### src/hw/rtl/mqpq_pkg.sv
`default_nettype none

package mqpq_pkg;

  // Bank geometry.
  localparam int NUM_QUEUES = 16;
  localparam int LEVELS     = 5;
  localparam int VALUE_BITS = 32;

  // Port field widths are fixed by the interface.
  localparam int QID_BITS  = 4;
  localparam int DATA_BITS = 32;
  localparam int IN_BITS   = (VALUE_BITS < DATA_BITS) ? VALUE_BITS : DATA_BITS;

  localparam int NODES_PER_QUEUE = (1 << LEVELS) - 1;
  localparam int SLOTS_PER_QUEUE = 2 * NODES_PER_QUEUE;
  localparam int ROWS            = NUM_QUEUES * NODES_PER_QUEUE;
  localparam int ROW_AW          = (ROWS > 1) ? $clog2(ROWS) : 1;
  localparam int NODE_BITS       = LEVELS;
  localparam int COUNT_BITS      = LEVELS;
  localparam int TOTAL_BITS      = COUNT_BITS + 1;
  localparam int LEVEL_BITS      = (LEVELS > 1) ? $clog2(LEVELS) : 1;
  localparam int QPROD_BITS      = QID_BITS + NODE_BITS;

  typedef logic [VALUE_BITS-1:0] value_t;
  typedef logic [COUNT_BITS-1:0] count_t;
  typedef logic [NODE_BITS-1:0]  node_t;
  typedef logic [LEVEL_BITS-1:0] level_t;
  typedef logic [ROW_AW-1:0]     row_addr_t;

  typedef enum logic [0:0] {
    CMD_PUSH = 1'b0,
    CMD_POP  = 1'b1
  } cmd_t;

  typedef enum logic [1:0] {
    STAT_PUSHED = 2'd0,
    STAT_POPPED = 2'd1,
    STAT_EMPTY  = 2'd2,
    STAT_FULL   = 2'd3
  } status_t;

  typedef struct packed {
    cmd_t                cmd;
    logic [QID_BITS-1:0] queue_id;
    logic [DATA_BITS-1:0] value;
  } req_t;

  typedef struct packed {
    status_t              status;
    logic [DATA_BITS-1:0] popped_value;
  } rsp_t;

  // One heap node: two slots, each with a valid bit, a subtree count and a value.
  typedef struct packed {
    logic [1:0]         valid;
    logic [1:0][COUNT_BITS-1:0] count;
    logic [1:0][VALUE_BITS-1:0] value;
  } row_t;

  // What the node unit does in the current cycle.
  typedef enum logic [1:0] {
    K_PUSH     = 2'd0,
    K_POP_ROOT = 2'd1,
    K_POP_PULL = 2'd2
  } kind_t;

  // Decision from the node unit back to the sequencer.
  typedef struct packed {
    logic    done;
    logic    write;
    logic    dir;
    status_t status;
  } step_t;

  typedef enum logic [2:0] {
    S_CLEAR,
    S_IDLE,
    S_PUSH,
    S_POP_ROOT,
    S_POP_PULL,
    S_REPLY
  } state_t;

endpackage

`default_nettype wire

### src/hw/rtl/mqpq_node_unit.sv
`default_nettype none

module mqpq_node_unit (
  input  wire mqpq_pkg::kind_t  kind,
  input  wire mqpq_pkg::row_t   row_a,
  input  wire mqpq_pkg::row_t   row_b,
  input  wire mqpq_pkg::value_t x,
  input  wire logic             dir_in,
  input  wire logic             is_root,
  input  wire logic             is_last,
  output mqpq_pkg::row_t        row_out,
  output mqpq_pkg::value_t      val_out,
  output mqpq_pkg::step_t       step
);
  import mqpq_pkg::*;

  logic      push_dir;
  logic      gt;
  value_t    cmp_a;
  value_t    cmp_b;
  logic [TOTAL_BITS-1:0] total;
  logic      a_sel;
  logic      a_none;
  logic      b_sel;
  logic      b_none;

  assign push_dir = row_a.count[0] > row_a.count[1];
  assign total    = TOTAL_BITS'(row_a.count[0]) + TOTAL_BITS'(row_a.count[1]) +
                    TOTAL_BITS'(row_a.valid[0]) + TOTAL_BITS'(row_a.valid[1]);

  // The one value comparator, shared by every kind of step.
  always_comb begin
    unique case (kind)
      K_PUSH: begin
        cmp_a = row_a.value[push_dir];
        cmp_b = x;
      end
      K_POP_ROOT: begin
        cmp_a = row_a.value[0];
        cmp_b = row_a.value[1];
      end
      K_POP_PULL: begin
        cmp_a = row_b.value[0];
        cmp_b = row_b.value[1];
      end
      default: begin
        cmp_a = row_a.value[0];
        cmp_b = row_a.value[1];
      end
    endcase
  end

  assign gt = cmp_a > cmp_b;

  // Minimum slot of a row; slot 0 wins a tie.
  assign a_none = ~row_a.valid[0] & ~row_a.valid[1];
  assign a_sel  = (row_a.valid[0] & row_a.valid[1]) ? gt : ~row_a.valid[0];
  assign b_none = ~row_b.valid[0] & ~row_b.valid[1];
  assign b_sel  = (row_b.valid[0] & row_b.valid[1]) ? gt : ~row_b.valid[0];

  always_comb begin
    row_out     = row_a;
    val_out     = x;
    step.done   = 1'b0;
    step.write  = 1'b0;
    step.dir    = 1'b0;
    step.status = STAT_PUSHED;
    unique case (kind)
      K_PUSH: begin
        priority if (is_root && (total >= TOTAL_BITS'(SLOTS_PER_QUEUE))) begin
          step.done   = 1'b1;
          step.status = STAT_FULL;
        end else if (!row_a.valid[0]) begin
          row_out.valid[0] = 1'b1;
          row_out.value[0] = x;
          step.write       = 1'b1;
          step.done        = 1'b1;
        end else if (!row_a.valid[1]) begin
          row_out.valid[1] = 1'b1;
          row_out.value[1] = x;
          step.write       = 1'b1;
          step.done        = 1'b1;
        end else if (is_last) begin
          step.done   = 1'b1;
          step.status = STAT_FULL;
        end else begin
          // The smaller value stays; the larger one (the new one on a tie) goes down.
          step.dir   = push_dir;
          step.write = 1'b1;
          if (gt) begin
            row_out.value[push_dir] = x;
            val_out                 = row_a.value[push_dir];
          end
          row_out.count[push_dir] = row_a.count[push_dir] + COUNT_BITS'(1);
        end
      end
      K_POP_ROOT: begin
        if (a_none) begin
          step.done   = 1'b1;
          step.status = STAT_EMPTY;
        end else begin
          step.dir = a_sel;
          val_out  = row_a.value[a_sel];
        end
      end
      K_POP_PULL: begin
        step.write  = 1'b1;
        step.status = STAT_POPPED;
        if ((row_a.count[dir_in] == '0) || is_last || b_none) begin
          row_out.valid[dir_in] = 1'b0;
          step.done             = 1'b1;
        end else begin
          row_out.value[dir_in] = row_b.value[b_sel];
          row_out.count[dir_in] = row_a.count[dir_in] - COUNT_BITS'(1);
          step.dir              = b_sel;
        end
      end
      default: begin
        step.done = 1'b1;
      end
    endcase
  end

endmodule

`default_nettype wire

### config.mk
export PLATFORM = sky130hd
export DESIGN_NAME = mqpq_node_unit
export DESIGN_NICKNAME = d
export VERILOG_FILES = /design/src/hw/rtl/mqpq_pkg.sv /design/src/hw/rtl/mqpq_node_unit.sv
export SDC_FILE = /design/constraint.sdc
export NUM_CORES = 1
export LEC_CHECK = 0
export ABC_AREA = 1
export BUFFER_PORTS_ARGS = -buffer_cell sky130_fd_sc_hd__clkbuf_2
export CAP_MARGIN = 20
export CORE_ASPECT_RATIO = 0.7
export CORE_MARGIN = 10
export CORE_UTILIZATION = 30
export DETAILED_ROUTE_END_ITERATION = 6
export PLACE_DENSITY_LB_ADDON = 0.25
export SLEW_MARGIN = 20
export SYNTH_ARGS = -nofsm -noshare
export SYNTH_HDL_FRONTEND = slang
export SYNTH_SLANG_ARGS = --single-unit
### constraint.sdc
create_clock -name vclk -period 8
set_clock_uncertainty 0.15 [all_clocks]
set_input_delay 2 -clock vclk [all_inputs]
set_output_delay 2 -clock vclk [all_outputs]
set_load 0.01 [all_outputs]
==> metrics.yaml <==
routed_wl_mm: 45.1
slew_violations: 0
fp.dieH_um: 159
ys_types: 39
period_share_pct: 100
synth_area_leaders: "nand2_1 28%, nand3_1 19%, inv_1 8.5%"
gp_congestion: 0.916
num_vias: 12735
grt.total_usage_pct: 24.5
violations: "setup timing"
rsz0062_at_grt: "true"
ys_warn_count: 0
fin_ws_ns: -0.0106
finalSetupViolCount: 2
drc: 0
fin_setup_tns_ns: -0.0204
nClkBuffers: 0
place_area_um2: 10200
coreArea_um2: 26900
syn_nets: 1957
netlist.top_cell.by_area: "nand2_1"
worst_setup_path_start_kind: "input pin"
critPathKind: "in2out"
num_rows: 50
synth.yosys.seq_area_share_pct: 0
cellPowerDensity_nw_per_um2: 79.4
cap_violations: 0
seqCellArea_um2: 0
syn_inst: 1718
fp.dieW_um: 218
grt_pass1_vias: 11800
run_status: "finished, violations left"
min-delay-path-class: "in2out"
fin_crit_ns: 8.01
finalHoldViolCount: 0
avgViaCountPerCell: 5.48
syn2layout_area_growth_pct: 25.1
synth_top_area_share_pct: 27.8
ioPinCount: 302
dr.first_iter.drc_count: 1748
ant_nets: 0
fin_util_pct: 38.3
worst-slew-pin-transition_ns: 0.905
cp-end-kind: "output pin"
die-area_um2: 34600
fin_area_um2: 10300
timing.fmax_ghz: 0.125
layout-drive-gt1-share_pct: 21.3
portBuffers: 292
relSlewSlack_pct: 39.4
grt_overflow_total: 0
antenna_found_initial: 2
synthesis.area_um2: 8230
seq_cells: 0
start_util_pct: 30.6
grt_pass1_wl_mm: 68.0
wl_per_cell_um: 19.4
cp_data_arrival_time_ns: 5.86
nets: 2198
dr.pass1.iters: 6
grt_max_degree: 109
place_hpwl_mm: 33.0
crit_fanout: 36
peakVddDrop_mv: 0.0283
postSynthAreaPerCell_um2: 4.79
power_leakage_nw: 5.91
required_ns: 5.85
## synth_stat cells
| cell | count |
|---|---|
| nand2_1 | 610 |
| buf_1 | 9 |
| o21bai_1 | 1 |
| clkbuf_1 | 58 |
| fa_1 | 2 |
| o2111ai_1 | 1 |
| a21o_1 | 1 |
| ha_1 | 48 |
| o21ai_0 | 110 |
| o22ai_1 | 2 |
| buf_4 | 8 |
| a211oi_1 | 1 |
| nand3_1 | 312 |
| o21ai_2 | 1 |
| xor2_1 | 5 |
| nand2_4 | 3 |
| nor4_4 | 1 |
| buf_2 | 20 |
| nand3b_2 | 1 |
| clkinv_1 | 3 |
| nand3_2 | 2 |
| nand2_2 | 8 |
| a21oi_1 | 137 |
| o211ai_1 | 20 |
| o31ai_1 | 1 |
| inv_1 | 187 |
| nor2_1 | 56 |
| nor2_4 | 4 |
| nand4_1 | 6 |
| inv_2 | 21 |
| o21ai_1 | 29 |
| nor3_1 | 2 |
| o21a_1 | 2 |
| nor2_2 | 3 |
| o221ai_1 | 17 |
| a32oi_1 | 1 |
| a22oi_1 | 1 |
| buf_6 | 22 |
| xnor2_1 | 2 |
## cell usage in the layout (no fill, tap or decap), drive strengths merged, types with 2 or more instances in the layout
cell type / n
clkbuf: 291
a21oi: 137
ha: 48
inv: 208
clkinv: 3
fa: 2
o22ai: 2
xor2: 5
xnor2: 2
diode: 2
nor2: 63
o21a: 2
o221ai: 17
buf: 65
nand4: 6
o211ai: 20
nor3: 2
nand3: 314
o21ai: 140
nand2: 621
## metrics by stage
stage                     total power, mW  std cells  hold WS [ns]  setup slack (ns)
after floorplan                     0.484       1718          3.93             0.725
after global placement              0.784       2319          4.21            -0.110
after detailed placement            0.793       2319          4.21            -0.196
after CTS                           0.802       2321          4.21            0.0208
after global routing                0.902       2322          4.22            -0.274
final                               0.818       2323          4.20           -0.0106
## worst paths after layout
check	startpoint	end	slack [ns]	cells after the start
max	row_a[72]	val_out[20]	-0.01	28
min	row_a[16]	row_out[16]	4.20	4
## cell type report
cell class	count	area [um^2]
diodes	2	5.00
multi-input cells	1390	6870
fillers	3105	16600
well taps	364	455
inverters	211	792
repair buffers	356	2170
## power breakdown
group / total (mW) / internal, mW / switching [mW]
combinational: 0.818 / 0.288 / 0.530
sequential: 0 / 0 / 0
clock: 0.0000000339 / 0.0000000339 / 0
## worst max-delay path, cell delays in order
cell      delay, ns
clkbuf_2       0.11
inv_1          0.05
ha_1           0.29
nand2_1        0.08
inv_2          0.08
nand3_1        0.07
o211ai_1       0.19
nand2_2        0.13
buf_4          0.17
buf_12         0.16
o21ai_0        0.24
o221ai_1       0.18
ha_1           0.34
a21oi_1        0.06
o21ai_0        0.27
nor2_1         0.11
nand2_1        0.08
nand2_1        0.08
nand2_4        0.11
buf_4          0.12
nand3_2        0.08
nand2_4        0.11
buf_12         0.20
nand2_1        0.07
nand2_1        0.06
o21ai_1        0.09
nand2_1        0.10
clkbuf_2       0.15
## layer usage
metal,routed length [um],GRT usage [%]
met1,18600,33.0
met2,20100,39.2
met3,5950,5.59
met4,524,4.68
met5,8,0
## timing repair
action | CTS | global route
setup buffers | 2 | 0
hold buffers | 0 | 0
resized for setup | 10 | 16
setup endpoints to repair | 77 | 97
pin swaps | 2 | 0
## cells by family (layout without fill, tap and decap cells)
kind of cell / Yosys count / after routing / synth area share (%)
AO/OA/AOI/OAI: 325 / 325 / 21.5
other: 0 / 2 / 0
buffers and inverters: 328 / 567 / 17.6
XOR/XNOR: 7 / 7 / 0.745
AND/OR/NAND/NOR: 1008 / 1008 / 52.3
adder cells (fa/ha/maj): 50 / 50 / 7.78
Note: power is estimated with default switching activity, not from simulation.
